<file path="src/sv/cms_pkg.sv">
// ----------------------------------------------------------------------------
// cms_pkg
// shared types and constants of the count-min sketch counter
// ----------------------------------------------------------------------------
package cms_pkg;

    localparam int unsigned NUM_ROWS    = 7;
    localparam int unsigned KEY_W       = 32;
    localparam int unsigned EST_W       = 32;
    localparam int unsigned CNT_W       = 32;     // counter width, 8 to 64
    localparam int unsigned ADDR_W      = 12;     // enough for the largest prime
    localparam int unsigned MEM_DEPTH   = 2719;   // largest row prime
    localparam int unsigned CFG_DATA_W  = 32;

    // exact reciprocal division: q = (key * m) >> (key bits + ceil(log2 p))
    localparam int unsigned RECIP_SHIFT = KEY_W + ADDR_W;
    localparam int unsigned RECIP_W     = KEY_W + 1;
    localparam int unsigned QUOT_W      = KEY_W - ADDR_W + 1;
    localparam int unsigned PROD_W      = KEY_W + RECIP_W;

    // row 0 sits in the low slice
    localparam logic [NUM_ROWS-1:0][ADDR_W-1:0] ROW_PRIME = {
        12'd2689, 12'd2693, 12'd2699, 12'd2707, 12'd2711, 12'd2713, 12'd2719
    };

    localparam logic [PROD_W-1:0] RECIP_NUM = PROD_W'(1) << RECIP_SHIFT;

    localparam logic [NUM_ROWS-1:0][RECIP_W-1:0] RECIP = {
        RECIP_W'((RECIP_NUM + PROD_W'(ROW_PRIME[6]) - PROD_W'(1)) / PROD_W'(ROW_PRIME[6])),
        RECIP_W'((RECIP_NUM + PROD_W'(ROW_PRIME[5]) - PROD_W'(1)) / PROD_W'(ROW_PRIME[5])),
        RECIP_W'((RECIP_NUM + PROD_W'(ROW_PRIME[4]) - PROD_W'(1)) / PROD_W'(ROW_PRIME[4])),
        RECIP_W'((RECIP_NUM + PROD_W'(ROW_PRIME[3]) - PROD_W'(1)) / PROD_W'(ROW_PRIME[3])),
        RECIP_W'((RECIP_NUM + PROD_W'(ROW_PRIME[2]) - PROD_W'(1)) / PROD_W'(ROW_PRIME[2])),
        RECIP_W'((RECIP_NUM + PROD_W'(ROW_PRIME[1]) - PROD_W'(1)) / PROD_W'(ROW_PRIME[1])),
        RECIP_W'((RECIP_NUM + PROD_W'(ROW_PRIME[0]) - PROD_W'(1)) / PROD_W'(ROW_PRIME[0]))
    };

    typedef logic [ADDR_W-1:0] t_addr;
    typedef logic [CNT_W-1:0]  t_count;

    typedef enum logic {
        ACT_ADD = 1'b0,
        ACT_EST = 1'b1
    } t_action;

    typedef enum logic {
        REG_ENABLE   = 1'b0,
        REG_STOP_THR = 1'b1
    } t_reg_idx;

    typedef struct packed {
        t_action          action;
        logic [KEY_W-1:0] key;
    } t_in_item;

    typedef struct packed {
        logic [EST_W-1:0] estimate;
        logic             counted;
        logic             stopped;
    } t_out_item;

    typedef struct packed {
        t_action                   action;
        logic [NUM_ROWS-1:0][ADDR_W-1:0] addr;
    } t_job;

    typedef struct packed {
        logic             enable;
        logic [EST_W-1:0] stop_thr;
    } t_cfg;

endpackage

</file>
<file path="src/sv/cms_queue.sv">
// ----------------------------------------------------------------------------
// cms_queue
// two-entry queue of address jobs between front and back
// ----------------------------------------------------------------------------
module cms_queue (
    input  logic          i_clk,
    input  logic          i_rst_n,
    input  logic          i_push,
    input  cms_pkg::t_job i_job,
    output logic          o_full,
    input  logic          i_pop,
    output cms_pkg::t_job o_job,
    output logic          o_empty
);
    import cms_pkg::*;

    t_job       r_slot [2];
    logic       r_wr_ptr;
    logic       r_rd_ptr;
    logic [1:0] r_count;

    assign o_full  = (r_count == 2'd2);
    assign o_empty = (r_count == 2'd0);
    assign o_job   = r_slot[r_rd_ptr];

    always_ff @(posedge i_clk) begin
        if (!i_rst_n) begin
            r_wr_ptr <= 1'b0;
            r_rd_ptr <= 1'b0;
            r_count  <= 2'd0;
        end else begin
            if (i_push) begin
                r_wr_ptr <= !r_wr_ptr;
            end
            if (i_pop) begin
                r_rd_ptr <= !r_rd_ptr;
            end
            unique case ({i_push, i_pop})
                2'b10:   r_count <= r_count + 2'd1;
                2'b01:   r_count <= r_count - 2'd1;
                default: r_count <= r_count;
            endcase
        end
    end

    always_ff @(posedge i_clk) begin
        if (i_push) begin
            r_slot[r_wr_ptr] <= i_job;
        end
    end

endmodule

</file>
<file path="config.mk">
export PLATFORM = sky130hd
export DESIGN_NAME = cms_queue
export DESIGN_NICKNAME = d
export VERILOG_FILES = /design/src/sv/cms_pkg.sv /design/src/sv/cms_queue.sv
export SDC_FILE = /design/constraint.sdc
export NUM_CORES = 1
export LEC_CHECK = 0
export ABC_AREA = 1
export BUFFER_PORTS_ARGS = -buffer_cell sky130_fd_sc_hd__buf_2
export CORE_MARGIN = 8
export CORE_UTILIZATION = 30
export CTS_CLUSTER_DIAMETER = 200
export CTS_CLUSTER_SIZE = 25
export DETAILED_ROUTE_END_ITERATION = 10
export PLACE_DENSITY_LB_ADDON = 0.25
export SLEW_MARGIN = 10
export SYNTH_ARGS = -nofsm -noshare
export SYNTH_HDL_FRONTEND = slang
export SYNTH_SLANG_ARGS = --single-unit
</file>
<file path="constraint.sdc">
create_clock -name i_clk -period 5.95 [get_ports i_clk]
set_input_delay 0.8925 -clock i_clk [delete_from_list [all_inputs] [get_ports i_clk]]
set_output_delay 0.8925 -clock i_clk [all_outputs]
set_load 0.01 [all_outputs]
</file>
# ---- Word-level counts from Yosys, hierarchy flattened
# Memories as Yosys holds them, arrays and structs flattened. A register that Yosys moved wholly into a read port is not among the register bits.
# Index checks and enable logic that the tools add are counted.
dict set report word_totals {
  ramBits 170
  n_memories 1
  input_bits 89
  reg_bits 4
  elab_cells 18
  output_inout_bits 87
}
dict set report op_classes {
  add_sub_neg 2
  n_reduce_logical 4
  muxes 5
  n_eq_ne 3
}
# memory depth width read_ports rd_clocked_by_memory_dff write_ports line
set mem_list {}
lappend mem_list {r_slot 2 85 1 1 1 cms_queue.sv:17} ;# t_job r_slot [2];
# operator count
set op_table {}
lappend op_table {{== test 2 bit (second input constant)} 2}
lappend op_table {{two-way mux 1 bit} 4}
lappend op_table {{one-hot mux 2 bit (2 select lines)} 1}
lappend op_table {{adder 2 x 1 -> 2 bit (second input constant)} 1}
lappend op_table {{== test 2 x 1 -> 1 bit (second input constant)} 1}
lappend op_table {{zero test 1 bit} 2}
lappend op_table {{zero test 2 bit} 1}
lappend op_table {{nonzero test 2 bit} 1}
lappend op_table {{subtractor 2 x 1 -> 2 bit (second input constant)} 1}

# ---- Longest topological paths before layout
# Gate-level depths: netlist (run 1).
dict set report depth {
  ltp_word 3
  depth_mapped 7
  mapped_depth_nobuf 7
}

# ---- Least setup slack after synthesis (run 1)
# OpenSTA, ideal clock, no wires.
dict set report synth_timing {
  kind {in2reg}
  startpoint {input port i_push}
  endpoint {memory r_slot[0][0] (netlist name) (enable)}
  required_time_ns 5.419
  path_buffers 0
  setup_time_ns 0.531
  arrival_time_ns 4.514
  path_slack_ns 0.905
  cell_stages 2
  path_cell_list {inv_1 nor2_1}
}
dict set report synth_between {
  elab_chain_cells 2
}
# element line
set synth_rtl {}
lappend synth_rtl {{start: declaration} cms_queue.sv:8} ;# input logic i_push,
lappend synth_rtl {{two-way mux 1 bit} cms_queue.sv:47} ;# if (i_push) begin
lappend synth_rtl {{two-way mux 1 bit (not written as such)} cms_queue.sv:48} ;# r_slot[r_wr_ptr] <= i_job;
lappend synth_rtl {{end: declaration} cms_queue.sv:17}
# No other way between the ends.

==> results of run 1 <==
## cell families (layout without fill, tap and decap cells)
logic type,after synthesis,count (layout)
DFF,175,175
muxes,85,85
and+or+nand+nor,21,21
buffers and inverters,15,217
AOI/OAI and AO/OA,2,2
adders and majority gates,1,1
## layer usage
layer	vias up	track usage
met5	-	0
met4	4	0.0328
met3	11	0.0496
met2	111	0.180
met1	1598	0.111
li1	1542	-
## registers in the layout (all words and copies together), names as in the netlist, named ones only
| signal | cells |
|---|---|
| r_count | 2 |
| r_rd_ptr | 1 |
| r_slot | 170 |
| r_wr_ptr | 1 |
## power groups by stage
stage	registers, mW	logic [mW]	clock network, mW
3_5_place_dp	1.49	0.227	0
5_1_grt	1.46	0.258	1.19
3_3_place_gp	1.48	0.223	0
4_1_cts	1.46	0.228	1.15
6_report	1.45	0.233	1.11
2_1_floorplan	1.47	0.131	0
## through the flow
stage | power, mW | instances | cell area [µm²] | worst slack (ns)
6_report | 2.79 | 776 | 8160 | 3.02
4_1_cts | 2.84 | 775 | 8140 | 2.77
2_1_floorplan | 1.60 | 299 | 6370 | 0.905
3_5_place_dp | 1.71 | 743 | 7540 | 3.23
5_1_grt | 2.90 | 776 | 8160 | 2.88
3_3_place_gp | 1.71 | 743 | 7540 | 3.26
## worst max-delay path by stage
| stage | from | end | slack, ns | cells past startpoint |
|---|---|---|---|---|
| floorplan | i_push | r_slot[0][0] | 0.90 | 2 |
| global placement | flop | o_job[27] | 3.26 | 2 |
| detailed placement | flop | o_job[84] | 3.23 | 2 |
| CTS | flop | o_job[84] | 2.77 | 2 |
| global route | flop | o_job[27] | 2.88 | 3 |
| finish | flop | o_job[27] | 3.02 | 3 |
## layout make-up
| cell class | instances | area [µm²] |
|---|---|---|
| sequential | 175 | 5210 |
| tap | 275 | 344 |
| fill | 2031 | 12800 |
| clock inverter | 10 | 128 |
| inverter | 6 | 25.0 |
| timing repair buffer | 179 | 926 |
| clock buffer | 22 | 464 |
| multi-input combinational | 109 | 1070 |
## layout by cell type, fill, tap and decap left out
master / synthesis / final
a21oi_1: 1 / 1
buf_16: 0 / 1
buf_2: 3 / 175
buf_4: 1 / 3
bufinv_16: 0 / 2
clkbuf_1: 0 / 3
clkbuf_16: 0 / 17
clkbuf_8: 0 / 2
clkinv_4: 0 / 1
clkinvlp_4: 0 / 2
dfxtp_1: 5 / 4
dfxtp_4: 0 / 1
edfxtp_1: 170 / 170
ha_1: 1 / 1
inv_1: 6 / 5
inv_4: 0 / 1
inv_6: 0 / 5
mux2_1: 50 / 50
mux2_2: 35 / 35
nand2_1: 8 / 8
nand4_1: 1 / 1
nor2_1: 12 / 11
nor2_4: 0 / 1
o21ai_0: 1 / 1
## Yosys cell counts
cell type,n,area share
nor2_1,12,0.0071
inv_1,6,0.0035
dfxtp_1,5,0.016
nand2_1,8,0.0047
nand4_1,1,0.00098
edfxtp_1,170,0.80
buf_2,3,0.0024
o21ai_0,1,0.00079
buf_6,5,0.0088
mux2_2,35,0.062
buf_4,1,0.0012
ha_1,1,0.0020
mux2_1,50,0.088
a21oi_1,1,0.00079
## worst reg2reg max path, cell delays in order, from the launching register on
cell,delay (ns)
dfxtp_1,0.39
nand2_1,0.13
inv_4,0.42
buf_4,0.62
==> flow_summary_export.csv, run 1 <==
group,metric,value,unit
drt,routed_wl,13200,µm
critical_path,path_cells,"buf_16 > mux2_1 > buf_2",
grt,grt_pass1_wl,20800,µm
critical_path,max_stage_delay,0.71,ns
floorplanning,initial_core_util,0.304,
drt,num_vias,3266,
drt,wl_met1,5260,µm
job,maxCapViolations,0,
place,port_buffers,175,
drt,drtIter0Drc,136,
grt,track_usage,0.104,
floorplanning,chipWidth,162,µm
critical_path,path_max_fanout,47,
clock_network,cts_sinks,175,
drt,wl_per_cell,17.0,µm
critical_path,critPathBufInv,2,
drt,dr.pass1.iters,4,
grt,grt_pass1_vias,3843,
run_status,outcome,"completed",
synth,ys_ff_latch,175,
min_path,hp-class,"flop to flop",
grt,overflow,0,
synth,synth_fa_ha_area_frac,0.00197,
synth,synthSimpleGateAreaFrac,0.0128,
drt,final_antenna_net_count,0,
synth,syn_area_per_cell,21.3,µm²
critical_path,slowest_stage,"dfxtp_4",
critical_path,rrSetupSlack,3.99,ns
critical_path,crit_path_start_kind,"flop",
critical_path,worst_ep_required_time,5.06,ns
critical_path,r2r-start,"r_wr_ptr",
critical_path,rr_worst_depth,3,
sta,skew,0.00589,ns
floorplanning,io-pin-count,176,
min_path,hp-start,"r_rd_ptr",
final_layout,drive_gt1_frac,0.491,
final_layout,nNetsFinal,578,
clock_network,cts_max_level,4,
critical_path,worstSetupEndpointType,"output pin",
grt,antenna_found_initial,2,
critical_path,crit_family,"flip-flops",
synth,synth_area,6370,µm²
power,seq_power_share,0.518,
power,combPwrFrac,0.084,
synth,syn_inst,299,
drt,route.top_layer_used,"met5",
clock_network,clkSlewWorstSetupHoldPaths,0.06,ns
power,peakVddDrop,0.000192,V
floorplanning,row_count,53,
grt,grt_max_degree,86,
sta,drv_slew,0,
power,swShare,0.219,
synth,synth_top_family_by_area,"multiplexers",
synth,synth_nets,389,
min_path,hold-path-endpoint,"r_rd_ptr",
floorplanning,core_region_area,21000,µm²
sta,hold_ws,0.503,ns
sta,finalSetupViolations,0,
final_layout,post-route-util,0.390,
clock_network,cts-root-buf,"clkbuf_16",
clock_network,clk_latency,0.41,ns
clock_network,cts.repair.resized,0,
sta,final.setup.tns,0,ns
place,hpwl,8890,µm
clock_network,cts-hold-fix-buffers,0,
sta,tightest_slew,0.629,ns
critical_path,reg2reg_to,"r_slot[1][29]",
min_path,hold_depth,2,
clock_network,cts_tree,"yes",
final_layout,diodes,0,
drt,dr_wl_met2,6670,µm
power,internal_power,2.18,mW
sta,fmax,0.341,GHz
sta,fin_crit_sh,0.493,
sta,relSlewSlack,0.581,
floorplanning,die_area,26100,µm²
floorplanning,die_y,162,µm
clock_network,cts_setup_buffers,0,
drt,wl_met3,1140,µm
drt,viasPerCell,4.21,
power,power.switching,0.613,mW
drt,drcViolationCount,0,
synth,yosys_warnings,0,
sta,hold_viol,0,
place,gp_congestion,0.675,
critical_path,path_class,"flop to output pin",
synth,synth-compound-area-share,0.00157,
synth,synthXorXnorAreaFrac,0,
sta,rsz0062_at_grt,"no",
synth,ys_types,14,
clock_network,clockBufferDepth,2,
clock_network,cts_made_buffers,17,
sta,period_needed,2.93,ns
power,p_leak,3.05,nW
final_layout,syn2layout_area_growth,28.2,%
power,pwr-share-clk,0.398,
synth,muxShareOfSynthArea,0.150,
critical_path,cp_data_arrival_time,2.04,ns
power,powerDensity,342,nW/µm²
synth,seq_area_frac_synth,0.817,
Note: power is estimated with default switching activity, not from simulation.
==> run 2: changes to the inputs <==
Clock period 5.95 ns to 2.9 ns, I/O delays scaled along.
==> flow_summary_export.csv, run 2 (synthesis results as in run 1) <==
group,metric,value,unit
run_status,outcome,"completed",
sta,hold_ws,0.207,ns
drt,drcViolationCount,0,
drt,viasPerCell,4.22,
sta,relSlewSlack,0.578,
drt,drtIter0Drc,138,
clock_network,cts.repair.resized,0,
min_path,hp-start,"i_job[7]",
final_layout,mostFrequentLayoutCell,"buf_2",
place,gp_congestion,0.656,
place,port_buffers,175,
power,powerDensity,695,nW/µm²
floorplanning,initial_core_util,0.304,
drt,final_antenna_net_count,0,
drt,route.top_layer_used,"met5",
final_layout,largest_register,"r_slot",
sta,fmax,0.425,GHz
grt,grt_pass1_wl,20500,µm
final_layout,final_cell_mix,"175 x buf_2, 170 x edfxtp_1, 50 x mux2_1",
place,dp.cells,748,
final_layout,final_cell_count_no_fill,779,
sta,period_needed,2.35,ns
drt,wl_met1,5490,µm
sta,tightest_slew,0.633,ns
grt,overflow,0,
place,pre_cts_ws,0.925,ns
sta,rsz0062_at_grt,"no",
clock_network,clkSlewWorstSetupHoldPaths,0.07,ns
final_layout,diodes,0,
critical_path,worstSetupEndpointType,"output pin",
sta,fin_crit_sh,0.811,
final_layout,ff_latch_area,5210,µm²
clock_network,cts_setup_buffers,0,
floorplanning,chipWidth,162,µm
clock_network,cts-root-buf,"clkbuf_16",
floorplanning,row_count,53,
floorplanning,io-pin-count,176,
final_layout,nNetsFinal,582,
floorplanning,die_area,26100,µm²
drt,routed_wl,13300,µm
grt,grt_pass1_vias,3690,
clock_network,cts_max_level,4,
grt,grt_max_degree,45,
clock_network,cts_made_buffers,17,
sta,skew,0.00841,ns
clock_network,clk_latency,0.41,ns
final_layout,largest_reg_flops,170,
power,peakVddDrop,0.000350,V
sta,hold_viol,0,
grt,track_usage,0.103,
final_layout,post-route-util,0.390,
sta,finalSetupViolations,0,
final_layout,syn2layout_area_growth,28.4,%
final_layout,multi_input_area,1070,µm²
sta,drv_slew,0,
clock_network,clockBufferDepth,2,
job,maxCapViolations,0,
critical_path,r2r-start,"r_wr_ptr",
drt,num_vias,3288,
place,dpl_cell_area,7590,µm²
final_layout,top_regs,"r_slot (170), r_count (2)",
place,hpwl,9100,µm
grt,antenna_found_initial,2,
clock_network,cts_tree,"yes",
critical_path,path_class,"flop to output pin",
floorplanning,core_region_area,21000,µm²
min_path,hold_depth,1,
critical_path,cp_data_arrival_time,1.92,ns
drt,wl_per_cell,17.1,µm
sta,final.setup.tns,0,ns
clock_network,cts_sinks,175,
drt,dr_wl_met2,6610,µm
critical_path,crit_path_start_kind,"flop",
final_layout,drive_gt1_frac,0.500,
min_path,hp-class,"input pin to flop",
sta,setup_ws,0.547,ns
final_layout,fillerInstances,1977,
drt,dr.pass1.iters,3,
power,p_leak,3.06,nW
final_layout,stdcell_area,8180,µm²
critical_path,worst_ep_required_time,2.47,ns
critical_path,rr_worst_depth,3,
power,fin_total_pwr,5.69,mW
critical_path,path_max_fanout,40,
clock_network,cts-hold-fix-buffers,0,
floorplanning,die_y,162,µm
drt,wl_met3,1060,µm
-- run 2: critical path, cell delays in order (launching register included) --
cell,delay (ns)
dfxtp_4,0.63
buf_12,0.30
mux2_1,0.39
buf_2,0.15
-- run 2: cell type report --
cell class	count	area share
Sequential cell	175	0.637
Multi-Input combinational cell	109	0.131
Timing Repair Buffer	183	0.116
Clock buffer	17	0.0520
Tap cell	275	0.0421
Clock inverter	14	0.0191
Inverter	6	0.00306
-- run 2: worst paths after layout --
check             slack [ns]            end
setup / recovery        0.55      o_job[67]
hold / removal          0.21   r_slot[0][7]
setup reg to reg        1.29  r_slot[1][19]
hold reg to reg         0.50       r_rd_ptr
-- run 2: power breakdown --
part	switching, mW	internal (mW)	leakage [nW]
registers	0.0416	2.92	1.64
logic	0.268	0.218	1.15
clock network	0.956	1.28	0.272
-- run 2: routing by layer --
metal	track usage	vias to the layer above
met3	0.0476	11
met5	0	-
met1	0.111	1612
li1	-	1551
met2	0.178	110
met4	0.0324	4
